==> src/rtl/core/brsci_fifo.sv <==
`default_nettype none

module brsci_fifo #(
   parameter int WIDTH = 8,
   parameter int DEPTH = 2
) (
   input  wire logic             clock,
   input  wire logic             reset,
   input  wire logic             push,
   input  wire logic [WIDTH-1:0] push_data,
   output logic                  full,
   input  wire logic             pop,
   output logic [WIDTH-1:0]      pop_data,
   output logic                  empty
);

   localparam int PTR_W = (DEPTH > 1) ? $clog2(DEPTH) : 1;
   localparam int CNT_W = $clog2(DEPTH + 1);
   localparam logic [PTR_W-1:0] LAST_PTR = PTR_W'(DEPTH - 1);

   logic [WIDTH-1:0] data_ff [DEPTH];
   logic [PTR_W-1:0] wr_ptr_ff, wr_ptr_in;
   logic [PTR_W-1:0] rd_ptr_ff, rd_ptr_in;
   logic [CNT_W-1:0] count_ff, count_in;
   logic             do_push, do_pop;

   assign full     = (count_ff == CNT_W'(DEPTH));
   assign empty    = (count_ff == '0);
   assign pop_data = data_ff[rd_ptr_ff];
   assign do_push  = push && !full;
   assign do_pop   = pop && !empty;

   always_comb begin
      wr_ptr_in = wr_ptr_ff;
      rd_ptr_in = rd_ptr_ff;
      count_in  = count_ff;
      if (do_push) begin
         wr_ptr_in = (wr_ptr_ff == LAST_PTR) ? '0 : wr_ptr_ff + 1'b1;
      end
      if (do_pop) begin
         rd_ptr_in = (rd_ptr_ff == LAST_PTR) ? '0 : rd_ptr_ff + 1'b1;
      end
      if (do_push && !do_pop) begin
         count_in = count_ff + 1'b1;
      end else if (do_pop && !do_push) begin
         count_in = count_ff - 1'b1;
      end
   end

   always_ff @(posedge clock) begin
      if (reset) begin
         wr_ptr_ff <= '0;
         rd_ptr_ff <= '0;
         count_ff  <= '0;
      end else begin
         wr_ptr_ff <= wr_ptr_in;
         rd_ptr_ff <= rd_ptr_in;
         count_ff  <= count_in;
      end
   end

   always_ff @(posedge clock) begin
      if (do_push) begin
         data_ff[wr_ptr_ff] <= push_data;
      end
   end

endmodule

`default_nettype wire

==> config.mk <==
export PLATFORM = sky130hd
export DESIGN_NAME = brsci_fifo
export DESIGN_NICKNAME = d
export VERILOG_FILES = /design/src/rtl/core/brsci_fifo.sv
export SDC_FILE = /design/constraint.sdc
export NUM_CORES = 1
export LEC_CHECK = 0
export BUFFER_PORTS_ARGS = -buffer_cell sky130_fd_sc_hd__buf_2
export CAP_MARGIN = 20
export CORE_ASPECT_RATIO = 1.25
export CORE_MARGIN = 2
export CORE_UTILIZATION = 48
export DETAILED_ROUTE_END_ITERATION = 7
export GPL_ROUTABILITY_DRIVEN = 0
export PLACE_DENSITY = 0.8
export RECOVER_POWER = 50
export SYNTH_ARGS = -nofsm -noshare
export SYNTH_HDL_FRONTEND = slang
export SYNTH_SLANG_ARGS = --single-unit
==> constraint.sdc <==
create_clock -name clock -period 1.9 [get_ports clock]
set_input_delay 0.19 -clock clock [delete_from_list [all_inputs] [get_ports clock]]
set_output_delay 0.19 -clock clock [all_outputs]
set_load 0.01 [all_outputs]
==> results of run 1 <==
==> cell usage after synthesis <==
library cell	n	area, um^2
mux2_2	8	90.09
nor2b_2	1	8.760
edfxtp_1	16	480.5
dfxtp_1	5	100.1
or3_1	2	12.51
nor2_1	5	18.77
and2_1	1	6.260
ha_1	1	12.51
a21oi_1	2	10.01
xor2_1	3	26.28
buf_2	1	5.000
inv_1	2	7.510
o21ai_0	3	15.01
==> layout make-up <==
cell class              instances  area share, %
clock buffers                   4          2.826
multi-input cells              26          21.27
repair buffers                 21          10.23
flip-flops and latches         21          62.45
well taps                      18          2.423
inverters                       2         0.8075
==> worst min-delay path by stage <==
stage                      start       endpoint  slack, ps
finish              push_data[2]  data_ff[1][2]         80
global route        push_data[5]  data_ff[1][5]         70
CTS                 push_data[7]  data_ff[0][7]         70
detailed placement  push_data[7]  data_ff[0][7]        390
global placement    push_data[4]  data_ff[0][4]        380
floorplan                  reset    count_ff[1]        260
==> layer usage <==
metal	up-vias	track usage [%]	part of all wire, %	routed length, um
li1	229	-	-	-
met1	205	18.01	41	503
met3	2	4.054	5.3	64
met2	19	22.49	52	635
met4	0	10.00	0.99	12
met5	-	0	0	0
==> registers in the layout, indices dropped and copies added (netlist names), named ones only <==
name,count
data_ff,16
wr_ptr_ff,1
rd_ptr_ff,1
count_ff,2
==> per-stage QoR <==
stage / power, mW / utilization, % / area, um^2 / hold slack [ps] / setup slack, ps
2_1_floorplan: 0.8957 / - / 793.3 / 259.1 / 408.1
3_3_place_gp: 1.001 / 58.65 / 915.9 / 379.1 / 422.5
3_5_place_dp: 1.024 / 58.65 / 915.9 / 385.7 / 336.6
4_1_cts: 1.222 / 60.34 / 942.2 / 72.52 / 317.3
5_1_grt: 1.273 / 59.54 / 929.6 / 68.95 / 97.20
6_report: 1.194 / 59.54 / 929.6 / 83.56 / 263.0
==> report_power, final <==
group          internal (mW)  leakage [nW]  switching (mW)
logic                  0.170         0.148           0.179
clock network         0.0816        0.0150           0.118
registers              0.586         0.191          0.0588
==> kinds of logic after synthesis <==
family / count (synthesis)
DFF: 21
buffers and inverters: 3
muxes: 8
adders and majority gates: 1
and+or+nand+nor: 9
AOI/OAI and AO/OA: 5
xor gates and xnor gates: 3
==> metrics.txt, run 1 <==
overflow left after global routing 0; Yosys reg bits 21; post-CTS sizing 0; simple-gate share of the synthesized area 5.836%; # IOs 22; antenna violations before repair 0; fill cell total of the finished layout 132; die span in x 40.36 um; Crit path depth 5; Core ar. 0.001562 mm^2; count of unique library cells instantiated by Yosys 13; relative slew slack 63.89%; Setup TNS 0 ps; vias in the first global route 420; H-tree levels 1; crit path kind reg -> reg; crit path cell chain nor2b_1 -> nor2_1 -> ha_1 -> or3_1 -> a21oi_1; crit path DAT 1870 ps; ANT nets after route 0; sequential cell area fraction in the yosys report 73.19%; outcome finished, final reports clean; Reg2Reg Depth 5; Net Count, Synth 63; worst-skew pair later-pin latency 290 ps; total number of vias 455; Syn Inst Count 50; 1st-iter DRT viols 6; Layout Cells excl Fill 92; Critical path buffers and inverters 0; n_diodes 0; DRC viols 0; Worst Setup SP count_ff[1]; Max Transition Viols Final 0; postcts setup bufs 0; Total Routing Usage GR 15.04%; Syn Area/Cell 15.87 um^2; PD cells 1284 mW/mm^2; clock-pin slew on the worst setup and hold paths 100 ps; mux contribution to synthesized area 11.36%; Worst Setup EP count_ff[1]; Setup-failing EPs final 0; Post-Syn Area 793.3 um^2; CP peak stage delay 390 ps; Synth Area in XOR/XNOR 3.312%; RSZ-0062 raised after global routing false; actual slew at the worst max-slew pin 541.3 ps; Final min period 1637 ps; Worst VDD drop 751.7 uV; CTS root buffer clkbuf_4; final hold violation count 0; Final period util 86.16%; register-to-register setup slack 260 ps; r2r startpoint count_ff[1]; Crit-path slowest cell dfxtp_1; crit start category flop; HP Class in -> reg; HPWL Detailed 949.4 um; die height 49.45 um; post-placement cell count 88; Leakage Power 0.3540 nW; register area 580.6 um^2; final net count 88; full die area 0.001996 mm^2; Area Overhead vs Synth 17.19%; first-pass GRT wire length 1932 um; clk_skew 4.918 ps; worst reg2reg path endpoint count_ff[1]; FP Rows 16; post-synthesis compound-gate area fraction 3.155%; Hold Crit Depth 1; CTS buffer count 3; IO buf count 21; Clock Sinks 21; Synth warnings 0; CTS max path bufs 2; Multi-input gate area 197.7 um^2; Top delay family on crit path simple AND/OR/NAND/NOR gates; Via-to-Cell Ratio 4.946; layout cells sized above 1 32.43%; Max Fclk 610.9 MHz; largest net degree at the start of global routing 12; area share of fa/ha/maj cells after synthesis 1.577%; Detailed Route WL 1216 um; worst path required time 2130 ps; WL per Instance 13.22 um; most frequent cells in the layout edfxtp_1, buf_2, clkbuf_1; hold_buf cts 0; Starting Density 50.80%; commonest non-fill, non-tap cell in the layout edfxtp_1; Worst setup EP type flop; Max FO, Critical Path 5; TritonCTS clock tree done; Max-Cap Viols 0; drt pass-1 iters 4; largest family of logic cells by synthesized area multiplexers
No activity file was read; power rests on OpenSTA's default activity.
==> run 2: changes to the inputs <==
- BUFFER_PORTS_ARGS: -buffer_cell sky130_fd_sc_hd__buf_2 -> unset
- CORE_ASPECT_RATIO: 1.25 -> unset
- CORE_UTILIZATION: 48 -> 57
- DONT_BUFFER_PORTS: unset -> 1
- PLACE_DENSITY: 0.8 -> 0.78
==> run 2 against run 1 <==
  * Count of clock-buffer cells in the layout shrank 1
  * Global-route usage grew 0.71 points
  * Non-clock buffer count shrank 12
  * First-iteration DRC count shrank 17%
  * Final cell count shrank 16%
  * Fmax shrank 1.5%
  * Combinational power shrank 13%
  * Critical path depth is the same
  * Wire length shrank 8.3%
  * Design area shrank 0.54%
  * Clock skew shrank 0.52 ps
  * Largest cell class unchanged
==> metrics.txt, run 2 (synthesis results as in run 1) <==
most frequent cells in the layout edfxtp_1, dlygate4sd3_1, mux2_2; gr busiest metal met2; post-CTS sizing 0 (unchanged); sequential share of power 56.4% (+2.4 points); Top delay family on crit path simple AND/OR/NAND/NOR gates; Crit-path slowest cell dfxtp_1; NetSw 0.3469 mW (-2.5%); CP peak stage delay 410 ps (+20 ps); Largest register FFs 16 (unchanged); Area Overhead vs Synth 16.56%; worst reg2reg path endpoint count_ff[1]; Combinational Power Share 26.4% (-2.9 points); HPWL Detailed 800.4 um (-16%); fill cell total of the finished layout 90 (-32%); crit path kind reg -> reg; ANT nets after route 0 (unchanged); Design Area, Final 924.6 um^2 (-0.54%); clock-pin slew on the worst setup and hold paths 110 ps (about the same); r2r startpoint count_ff[1]; GR Util met1 15.50% (-2.5 points); Critical path buffers and inverters 0 (unchanged); commonest non-fill, non-tap cell in the layout edfxtp_1; Clock Sinks 21 (unchanged); largest net degree at the start of global routing 13 (+1); drt pass-1 iters 3 (-1); Multi-input gate area 200.2 um^2 (+1.3%); Setup-failing EPs final 0 (unchanged); HP Start push; HP Class in -> reg; register area 580.6 um^2 (unchanged); postcts setup bufs 0 (unchanged); die span in x 41.31 um (+2.3%); relative slew slack 66.19% (+2.3 points); Starting Density 60.96% (+10 points); M2 GR Usage 28.52% (+6.0 points); TritonCTS clock tree done; 1st-iter DRT viols 5 (-1); WL per Instance 14.48 um (+9.6%); biggest regs data_ff (16), count_ff (2); switching share of power 30.22% (+0.40 points); Max FO, Critical Path 5 (unchanged); CTS max path bufs 2 (unchanged); worst-skew pair later-pin latency 290 ps (about the same); IO buf count 0 (-100%); Detailed Route WL 1115 um (-8.3%); FP Rows 13 (-3); RSZ-0062 raised after global routing false; PD cells 1241 mW/mm^2 (-3.3%); Leakage Power 0.3340 nW (-5.6%); H-tree levels 1 (unchanged); Via-to-Cell Ratio 5.377 (+8.7%); crit start category flop; antenna violations before repair 0 (unchanged); Hold Path Sink wr_ptr_ff; layout cells sized above 1 20.97% (-11 points); Final period util 87.46% (+1.3 points); actual slew at the worst max-slew pin 506.9 ps (-34.38 ps); Final min period 1662 ps (+24.85 ps); Final Hold Slack 188.5 ps (+104.9 ps); final hold violation count 0 (unchanged); final core occ 71.06% (+12 points); vias in the first global route 373 (-11%); Worst setup EP type flop; crit path DAT 1900 ps (+30 ps); register-to-register setup slack 240 ps (-20 ps); first-pass GRT wire length 1538 um (-20%); Clk pwr share 17.2% (+0.5 points); overflow left after global routing 0 (unchanged); worst path required time 2130 ps (about the same); die height 41.31 um (-16%); DRC viols 0 (unchanged); Hold Crit Depth 3 (+2); Final Power 1.148 mW (-3.8%); n_diodes 0 (unchanged); Core ar. 0.001301 mm^2 (-17%); Biggest register data_ff; Max-Cap Viols 0 (unchanged); total number of vias 414 (-9.0%); # IOs 22 (unchanged); full die area 0.001706 mm^2 (-15%); CTS buffer count 3 (unchanged); placed instance area 807.0 um^2 (-12%); internal power 0.8009 mW (-4.4%); clk_skew 4.402 ps (-0.5156 ps); GR Util met3 1.596% (-2.5 points); Max Fclk 601.8 MHz (-1.5%); final net count 76 (-14%); outcome finished, final reports clean; Total Routing Usage GR 15.76% (+0.71 points); Setup TNS 0 ps (unchanged); CTS root buffer clkbuf_4; crit path cell chain nor2b_2 -> nor2_1 -> ha_1 -> or3_1 -> a21oi_1; Reg2Reg Depth 5 (unchanged); Max Transition Viols Final 0 (unchanged); Worst VDD drop 949.6 uV (+26%); Crit path depth 5 (unchanged)
## run 2: repair_timing
| action | 4_1_cts | 5_1_grt |
|---|---|---|
| setup endpoints to repair | 0 | 0 |
| hold endpoints to repair | 21 | 0 |
| hold buffers | 9 | 0 |
## run 2: routing by layer
layer	part of all wire [%]	vias to the layer above
met5	0	-
met4	1.7	0
met3	5.4	2
met2	59	11
met1	34	197
li1	-	204
## run 2: worst max path at each step
stage                            from          end  slack, ps
after floorplan           count_ff[1]  count_ff[1]        410
after global placement    count_ff[1]  count_ff[1]        370
after detailed placement  count_ff[1]  count_ff[1]        280
after CTS                 count_ff[1]  count_ff[1]        250
after global routing      count_ff[1]  count_ff[1]        150
final                     count_ff[1]  count_ff[1]        240
## run 2: area by class of cell
cell class,count,area share [%]
multi-input combinational,26,21.65
tap,15,2.030
clock inverter,1,0.5413
timing repair buffer,9,9.743
clock buffer,3,2.436
sequential,21,62.79
inverter,2,0.8119
## run 2: stage by stage
step,instances,worst slack (ps)
after floorplan,50,408.1
after global placement,64,367.1
after detailed placement,64,279.5
after CTS,77,249.1
after global routing,77,154.7
final,77,238.2
## run 2: worst reg2reg max path, cell delays in order, from the launching register on
cell	delay, ps
dfxtp_1	410
nor2b_2	280
nor2_1	90
ha_1	310
or3_1	380
a21oi_1	140
## run 2: power groups by stage
| stage | combinational [mW] | sequential [mW] | clock (mW) |
|---|---|---|---|
| 2_1_floorplan | 0.271 | 0.625 | 0 |
| 3_3_place_gp | 0.271 | 0.649 | 0 |
| 3_5_place_dp | 0.289 | 0.658 | 0 |
| 4_1_cts | 0.309 | 0.648 | 0.203 |
| 5_1_grt | 0.334 | 0.659 | 0.227 |
| 6_report | 0.304 | 0.647 | 0.197 |
