## src/rtl/core/brsci_pkg.sv

```systemverilog
`default_nettype none

package brsci_pkg;

   // fixed widths of the request and response fields
   localparam int FIELD_W   = 13;
   localparam int WIDX_W    = 8;
   localparam int DATA_W    = 32;
   // widest bit offset inside a word (words of up to 64 bits)
   localparam int OFS_MAX_W = 6;

   typedef enum logic [1:0] {
      OP_SET    = 2'd0,
      OP_CLEAR  = 2'd1,
      OP_INVERT = 2'd2,
      OP_READ   = 2'd3
   } op_type;

   typedef enum logic [2:0] {
      ST_CLEAR,
      ST_IDLE,
      ST_READ,
      ST_WRITE,
      ST_REPLY
   } bst_type;

   // classified command handed from the front end to the back end
   typedef struct packed {
      op_type                 op;
      logic                   act;         // memory is touched (or read word exists)
      logic                   err;         // reversed range
      logic [FIELD_W-1:0]     first_word;  // read word for a read
      logic [FIELD_W-1:0]     last_word;
      logic [OFS_MAX_W-1:0]   first_ofs;
      logic [OFS_MAX_W-1:0]   last_ofs;
   } cmd_type;

   typedef struct packed {
      logic [DATA_W-1:0] read_data;
      logic              range_error;
   } rsp_type;

endpackage

`default_nettype wire

```

## src/rtl/core/brsci_front.sv

```systemverilog
`default_nettype none

module brsci_front #(
   parameter int MAP_BITS  = 8192,
   parameter int WORD_BITS = 32
) (
   input  wire logic                          clock,
   input  wire logic                          reset,
   input  wire logic                          push,
   output logic                               full,
   input  wire logic [1:0]                    func,
   input  wire logic [brsci_pkg::FIELD_W-1:0] first_bit,
   input  wire logic [brsci_pkg::FIELD_W-1:0] last_bit,
   input  wire logic [brsci_pkg::WIDX_W-1:0]  word_index,
   input  wire logic                          clearing,
   output logic                               cmd_push,
   output brsci_pkg::cmd_type                 cmd,
   input  wire logic                          cmd_full
);

   import brsci_pkg::*;

   localparam int NUM_WORDS = (MAP_BITS + WORD_BITS - 1) / WORD_BITS;
   localparam int OFS_W     = $clog2(WORD_BITS);
   // reciprocal of the word size, precise enough that the quotient is low by at most one
   localparam int RSHIFT    = FIELD_W + OFS_W + 1;
   localparam int PROD_W    = FIELD_W + RSHIFT;
   localparam logic [PROD_W-1:0] RECIP = PROD_W'((64'd1 << RSHIFT) / WORD_BITS);
   localparam logic [FIELD_W-1:0] WORD_SIZE = FIELD_W'(WORD_BITS);
   localparam logic [FIELD_W-1:0] MAP_LAST  = FIELD_W'(MAP_BITS - 1);

   op_type             op;
   logic               is_read;
   logic               rev;
   logic               in_map;
   logic               accept;
   logic [FIELD_W-1:0] last_clip;
   logic [PROD_W-1:0]  prod_first, prod_last;

   logic               valid_ff, valid_in;
   op_type             op_ff;
   logic               act_ff;
   logic               err_ff;
   logic [FIELD_W-1:0] first_ff, last_ff;
   logic [FIELD_W-1:0] qf_ff, ql_ff;
   logic [WIDX_W-1:0]  widx_ff;

   logic [FIELD_W-1:0]   qf_fix, ql_fix;
   logic [OFS_MAX_W-1:0] rf_fix, rl_fix;

   // remainder correction after the reciprocal estimate
   function automatic logic [FIELD_W+OFS_MAX_W-1:0] fix_div(
      input logic [FIELD_W-1:0] x,
      input logic [FIELD_W-1:0] q
   );
      logic [FIELD_W-1:0] qw;
      logic [FIELD_W-1:0] r_raw;
      logic [OFS_W:0]     rem;
      logic [OFS_W:0]     r;
      logic [FIELD_W-1:0] q_out;
      qw    = q * WORD_SIZE;
      r_raw = x - qw;
      rem   = r_raw[OFS_W:0];
      if (rem >= (OFS_W+1)'(WORD_BITS)) begin
         r     = rem - (OFS_W+1)'(WORD_BITS);
         q_out = q + 1'b1;
      end else begin
         r     = rem;
         q_out = q;
      end
      return {q_out, OFS_MAX_W'(r[OFS_W-1:0])};
   endfunction

   assign op      = op_type'(func);
   assign is_read = (op == OP_READ);
   assign rev     = !is_read && (first_bit > last_bit);
   assign in_map  = (32'(first_bit) < 32'(MAP_BITS));
   assign last_clip = (32'(last_bit) > 32'(MAP_BITS - 1)) ? MAP_LAST : last_bit;

   assign prod_first = PROD_W'(first_bit) * RECIP;
   assign prod_last  = PROD_W'(last_clip) * RECIP;

   assign cmd_push = valid_ff && !cmd_full;
   assign full     = clearing || (valid_ff && cmd_full);
   assign accept   = push && !full;

   always_comb begin
      valid_in = valid_ff;
      if (accept) begin
         valid_in = 1'b1;
      end else if (cmd_push) begin
         valid_in = 1'b0;
      end
   end

   always_ff @(posedge clock) begin
      if (reset) begin
         valid_ff <= 1'b0;
      end else begin
         valid_ff <= valid_in;
      end
   end

   always_ff @(posedge clock) begin
      if (accept) begin
         op_ff    <= op;
         err_ff   <= rev;
         act_ff   <= is_read ? (32'(word_index) < 32'(NUM_WORDS)) : (!rev && in_map);
         first_ff <= first_bit;
         last_ff  <= last_clip;
         qf_ff    <= prod_first[RSHIFT +: FIELD_W];
         ql_ff    <= prod_last[RSHIFT +: FIELD_W];
         widx_ff  <= word_index;
      end
   end

   assign {qf_fix, rf_fix} = fix_div(first_ff, qf_ff);
   assign {ql_fix, rl_fix} = fix_div(last_ff, ql_ff);

   always_comb begin
      cmd.op         = op_ff;
      cmd.act        = act_ff;
      cmd.err        = err_ff;
      cmd.first_word = (op_ff == OP_READ) ? FIELD_W'(widx_ff) : qf_fix;
      cmd.last_word  = ql_fix;
      cmd.first_ofs  = rf_fix;
      cmd.last_ofs   = rl_fix;
   end

endmodule

`default_nettype wire

```

## config.mk

```make
export PLATFORM = sky130hd
export DESIGN_NAME = brsci_front
export DESIGN_NICKNAME = d
export VERILOG_FILES = /design/src/rtl/core/brsci_pkg.sv /design/src/rtl/core/brsci_front.sv
export SDC_FILE = /design/constraint.sdc
export NUM_CORES = 1
export LEC_CHECK = 0
export BUFFER_PORTS_ARGS = -buffer_cell sky130_fd_sc_hd__buf_2
export CORE_MARGIN = 1.5
export CORE_UTILIZATION = 41
export DETAILED_ROUTE_END_ITERATION = 7
export GPL_TIMING_DRIVEN = 0
export PLACE_DENSITY = 0.75
export SYNTH_ARGS = -nofsm -noshare
export SYNTH_HDL_FRONTEND = slang
export SYNTH_SLANG_ARGS = --single-unit
```

## constraint.sdc

```tcl
create_clock -name clock -period 1.85 [get_ports clock]
set_input_delay 0.185 -clock clock [delete_from_list [all_inputs] [get_ports clock]]
set_output_delay 0.185 -clock clock [all_outputs]
set_load 0.1 [all_outputs]
```

==> out/metrics.yaml, run 1 <==
synthMostInstantiatedCell: "sky130_fd_sc_hd__edfxtp_1"
initial_standard_cell_utilization_of_the_core_pct: 43.8
flops_latches_synth: 39
static-leakage-power_nw: 1.15
post_synth_inst_count: 120
cts_tree: "yes"
grt_pass1_wl_um: 4950
core_sq_um: 4090
regArea_sq_um: 1160
crit-reg2reg-capture: "op_ff[0]$_DFFE_PP_"
diodes: 0
layout_min_cycle_time_ps: 1700
yosysTopAreaCell: "sky130_fd_sc_hd__edfxtp_1"
max_freq_mhz: 589
finalMaxSlewViolations: 0
placementRows: 23
critPathMaxFanout: 8
fp.dieW_um: 69.1
worst_clock_skew_ps: 4.56
crit_family: "flip-flops"
regToRegStartpoint: "valid_ff$_SDFFE_PP0P_"
cap_violations: 0
htree_num_levels: 2
tritoncts_num_sinks: 39
synth_top_area_share_pct: 63.7
final_core_util_pct: 58.9
synth_seq_area_share_pct: 64.8
drive_above_1_share_pct: 54.0
first_global_vias: 1042
place.detailed.hpwl_um: 2460
ff2ff_setup_slack_ps: 240
final_worst_path_period_share_pct: 91.7
dominantRegCellSynth: "sky130_fd_sc_hd__edfxtp_1"
ios: 85
area_growth_pct: 34.5
synthesis.yosys.warnings: 0
multiInputGateArea_sq_um: 517
wirelength_um: 3150
cts_resized: 0
dr_drc_count: 0
tritoncts.num_buffers: 5
crit_arrival_ps: 1510
setup_ws_ps: 153
setup_viol: 0
synth-simple-area-share_pct: 4.19
route.vias.total: 1159
portBuffers: 72
min_path_type: "primary input to register"
path_cells: "nand2_4 -> mux2_4 -> buf_2"
compound_cell_area_share_of_the_yosys_netlist_pct: 5.73
synth_top_family_by_area: "buffers and inverters"
synth_xor_area_share_pct: 0
endpoint: "cmd[31]"
outcome: "finished clean"
yosys-mux-area-fraction_pct: 5.03
syn_area_per_cell_sq_um: 14.9
global_route.usage.total_pct: 13.8
clock_path_buffers: 2
timing_hold_violations_final: 0
cts.clk_slew.worst_paths_ps: 80
timing.reg2reg.worst_path_depth: 2
worst_setup_path_startpoint: "op_ff[1]$_DFFE_PP_"
vias_per_cell: 4.44
total_power_mw: 2.29
timing.critical_path.slowest_cell_delay_ps: 430
instances_no_fill: 261
num-fill-cells: 334
holdBufCountCts: 0
path_class: "register to output pin"
synthesis.area_sq_um: 1790
antenna_found_initial: 0
critical_path_depth: 3
slew_headroom_pct: 41.8
synth_enable_flop_cells: 38
gp_congestion: 0.722
insertion_delay_ps: 280
power-per-cell-area_nw_per_um2: 952
die_height_um: 69.1
fp.dieArea_sq_um: 4770
total_overflow_reported_by_the_global_router: 0
worst_setup_path_end_kind: "output pin"
worstSetupStartpointType: "register"
number_of_buffers_and_inverters_on_the_critical_path: 1
routed_wire_length_per_instance_um: 12.1
drt_first_pass_iters: 4
ir_drop_v: 0.000415
dominant_cells_by_area_after_synthesis: "sky130_fd_sc_hd__edfxtp_1 64%, sky130_fd_sc_hd__ha_1 9.1%, sky130_fd_sc_hd__buf_4 8.0%, sky130_fd_sc_hd__mux2_2 5.0%, sky130_fd_sc_hd__inv_1 2.9%"
slowest_cell_on_the_critical_path: "sky130_fd_sc_hd__edfxtp_1"
ys_async_sr_fraction_pct: 0
finish.net_count: 264
place_ws_ps: 199
synth.distinct_cells: 23
final_antenna_net_count: 0
grt_max_degree: 40
worstMarginPinSlew_ps: 872
ctsRootBufferMaster: "sky130_fd_sc_hd__clkbuf_8"
worst_ep_required_time_ps: 1660
synth_common_cells: "38 x sky130_fd_sc_hd__edfxtp_1, 19 x sky130_fd_sc_hd__buf_4, 14 x sky130_fd_sc_hd__inv_1"
post_cts_buffers: 0
dr.first_iter.drc_count: 102
post-place-cells: 253
grt_setup_unrepaired: "no"
yosys.area_share.adder_pct: 9.08
-- report_power, final --
part	switching [mW]	internal, mW
clock network	0.289	0.401
registers	0.0104	1.02
logic	0.448	0.129
-- flip-flops by register name (all words and copies together), names as in the netlist --
register / flops
qf_ff: 8
ql_ff: 8
widx_ff: 8
first_ff: 5
last_ff: 5
op_ff: 2
act_ff: 1
err_ff: 1
valid_ff: 1
-- area by class of cell --
cell class,instances,share of cell area [%]
timing repair buffer,72,15.0
sequential,39,48.2
clock buffer,5,2.86
clock inverter,3,1.82
multi-input combinational,59,21.5
inverter,14,2.18
tap,50,2.60
buffer,19,5.92
-- metrics by stage --
stage                     setup TNS, ps  hold WS [ps]  area [sq um]
final                                 0          45.8          2410
after detailed placement              0           348          2300
after floorplan                    -128           257          1870
after global routing                  0          39.1          2410
after global placement           -12880           342          2290
after CTS                             0          32.8          2410
-- worst min path at each step --
stage	startpoint	slack (ps)	to	cells after the start
5_1_grt	reset	40	valid_ff$_SDFFE_PP0P_	2
6_report	reset	50	valid_ff$_SDFFE_PP0P_	2
3_3_place_gp	reset	340	valid_ff$_SDFFE_PP0P_	2
3_5_place_dp	reset	350	valid_ff$_SDFFE_PP0P_	2
4_1_cts	reset	30	valid_ff$_SDFFE_PP0P_	2
2_1_floorplan	reset	260	valid_ff$_SDFFE_PP0P_	1
-- layer usage --
| metal | up-vias | track usage (%) | wire length, um |
|---|---|---|---|
| li1 | 589 | - | - |
| met1 | 507 | 15.5 | 1220 |
| met2 | 58 | 22.9 | 1600 |
| met3 | 5 | 5.70 | 277 |
| met4 | 0 | 5.88 | 61 |
| met5 | - | 0 | 0 |
-- worst reg2reg max path, delay by kind of cell (launching register included) --
kind             cells  cell delay, ps
flip-flops           1             330
AO/OA/AOI/OAI        1             150
AND/OR/NAND/NOR      1             750
-- cells by family after synthesis --
logic type	count (synthesis)
flip-flops	39
multiplexers	8
AND/OR/NAND/NOR	11
buffers and inverters	33
other	1
AO/OA/AOI/OAI	15
adder cells (fa/ha/maj)	13
-- placed cells by master (no fill, tap or decap), drive strengths merged, types with 3 or more instances in the layout --
master  instances
buf            91
edfxtp         38
inv            14
ha             13
conb           12
mux2            8
a21oi           6
clkbuf          5
o21ai           3
Power figures use the tool's default switching activity.
==> inputs of run 2 (changes only) <==
==> constraint.sdc (replaced) <==
create_clock -name clock -period 1.5 [get_ports clock]
set_input_delay 0.15 -clock clock [delete_from_list [all_inputs] [get_ports clock]]
set_output_delay 0.15 -clock clock [all_outputs]
set_load 0.1 [all_outputs]
==> out/metrics.yaml, run 2 (synthesized netlist as in run 1, its figures left out) <==
layout_commonest_cell: "sky130_fd_sc_hd__buf_2"
tritoncts_num_sinks: 39
path_cells: "nand2_4 -> mux2_4 -> buf_12"
antenna_found_initial: 0
route.vias.total: 1173
diodes: 0
layout_min_cycle_time_ps: 1560
ctsRootBufferMaster: "sky130_fd_sc_hd__clkbuf_8"
final_core_util_pct: 61.6
outcome: "complete, but fails checks"
portBuffers: 72
worst_setup_path_end_kind: "output pin"
grt_setup_unrepaired: "yes"
dr_drc_count: 0
routed_wire_length_per_instance_um: 13.1
insertion_delay_ps: 290
place.detailed.hpwl_um: 2510
max_freq_mhz: 639
multiInputGateArea_sq_um: 518
cts_tree: "yes"
cap_violations: 0
final_worst_path_period_share_pct: 104
crit_family: "flip-flops"
final_cell_mix: "64 x sky130_fd_sc_hd__buf_2, 38 x sky130_fd_sc_hd__edfxtp_1, 19 x sky130_fd_sc_hd__buf_4"
final.setup.tns_ps: -446
timing_hold_violations_final: 0
num-fill-cells: 307
htree_num_levels: 2
grt_max_degree: 40
fp.dieArea_sq_um: 4770
drive_above_1_share_pct: 53.3
worst_clock_skew_ps: 9.31
path_class: "register to output pin"
violated_checks: "negative setup slack"
final_antenna_net_count: 0
first_global_vias: 1135
static-leakage-power_nw: 1.19
number_of_buffers_and_inverters_on_the_critical_path: 1
drt_first_pass_iters: 4
timing.critical_path.slowest_cell_delay_ps: 420
wirelength_um: 3430
biggestRegsByFlops: "qf_ff x8, ql_ff x8, widx_ff x8"
die_height_um: 69.1
finalMaxSlewViolations: 0
finish.net_count: 265
ios: 85
total_overflow_reported_by_the_global_router: 0
vias_per_cell: 4.48
initial_standard_cell_utilization_of_the_core_pct: 43.8
area_growth_pct: 40.7
ir_drop_v: 0.000385
placementRows: 23
gp_congestion: 0.709
setup_viol: 8
min_path_type: "primary input to register"
critPathMaxFanout: 8
grt_pass1_wl_um: 5510
power-per-cell-area_nw_per_um2: 1090
worstSetupStartpointType: "register"
tritoncts.num_buffers: 5
cts.clk_slew.worst_paths_ps: 70
fp.dieW_um: 69.1
setup_ws_ps: -63.8
global_route.usage.total_pct: 15.0
clock_path_buffers: 2
worst_ep_required_time_ps: 1350
dr.first_iter.drc_count: 101
core_sq_um: 4090
slowest_cell_on_the_critical_path: "sky130_fd_sc_hd__edfxtp_1"
regArea_sq_um: 1160
crit_arrival_ps: 1410
post_cts_buffers: 0
run 2: layer usage:
layer,track usage [%],share of wire (%),routed length [um]
met5,0,0,0
met4,7.19,2.2,76
met3,4.24,7.1,244
met2,24.6,50,1730
met1,18.1,40,1380
run 2: path summary, 6_finish.rpt:
check / cells past startpoint / slack, ps / from / endpoint
worst max-delay path: 3 / -60 / op_ff[0]$_DFFE_PP_ / cmd[30]
worst min-delay path: 1 / 40 / word_index[5] / widx_ff[5]$_DFFE_PP_
worst max register to register: 2 / 150 / valid_ff$_SDFFE_PP0P_ / qf_ff[1]$_DFFE_PP_
worst min register to register: 2 / 520 / valid_ff$_SDFFE_PP0P_ / valid_ff$_SDFFE_PP0P_
run 2: power by group:
part / total, mW / internal (mW) / leakage [nW] / switching [mW]
clock network: 0.716 / 0.371 / 0.0482 / 0.345
registers: 1.27 / 1.25 / 0.364 / 0.0136
logic: 0.771 / 0.205 / 0.774 / 0.566
run 2: area by class of cell:
type	count	share of cell area, %
flip-flops and latches	39	46.1
repair buffers	73	19.5
multi-input cells	59	20.6
clock buffers	7	3.43
inverters	14	2.09
plain buffers	19	5.66
well taps	50	2.48
clock inverters	1	0.199
run 2: stage by stage:
step | instance area (sq um) | hold WS, ps | total power [mW] | std cells | setup slack, ps
after detailed placement | 2300 | 314 | 2.01 | 253 | -118
after global placement | 2300 | 310 | 2.00 | 253 | -111
after CTS | 2510 | 2.57 | 2.76 | 261 | -66.4
after floorplan | 1870 | 222 | 1.88 | 131 | -331
final | 2520 | 38.9 | 2.75 | 262 | -63.8
after global routing | 2520 | 25.7 | 2.85 | 262 | -98.0
run 2: repair_timing:
action	CTS	global route
endpoints found under the hold margin	0	1
setup endpoints to repair	47	8
pin swaps	1	1
hold buffers	0	1
gates resized for setup	33	0
run 2: worst reg2reg max path, stage by stage, from the launching register on:
cell,delay [ps]
sky130_fd_sc_hd__dfxtp_1,320
sky130_fd_sc_hd__a21oi_1,160
sky130_fd_sc_hd__and2_4,490
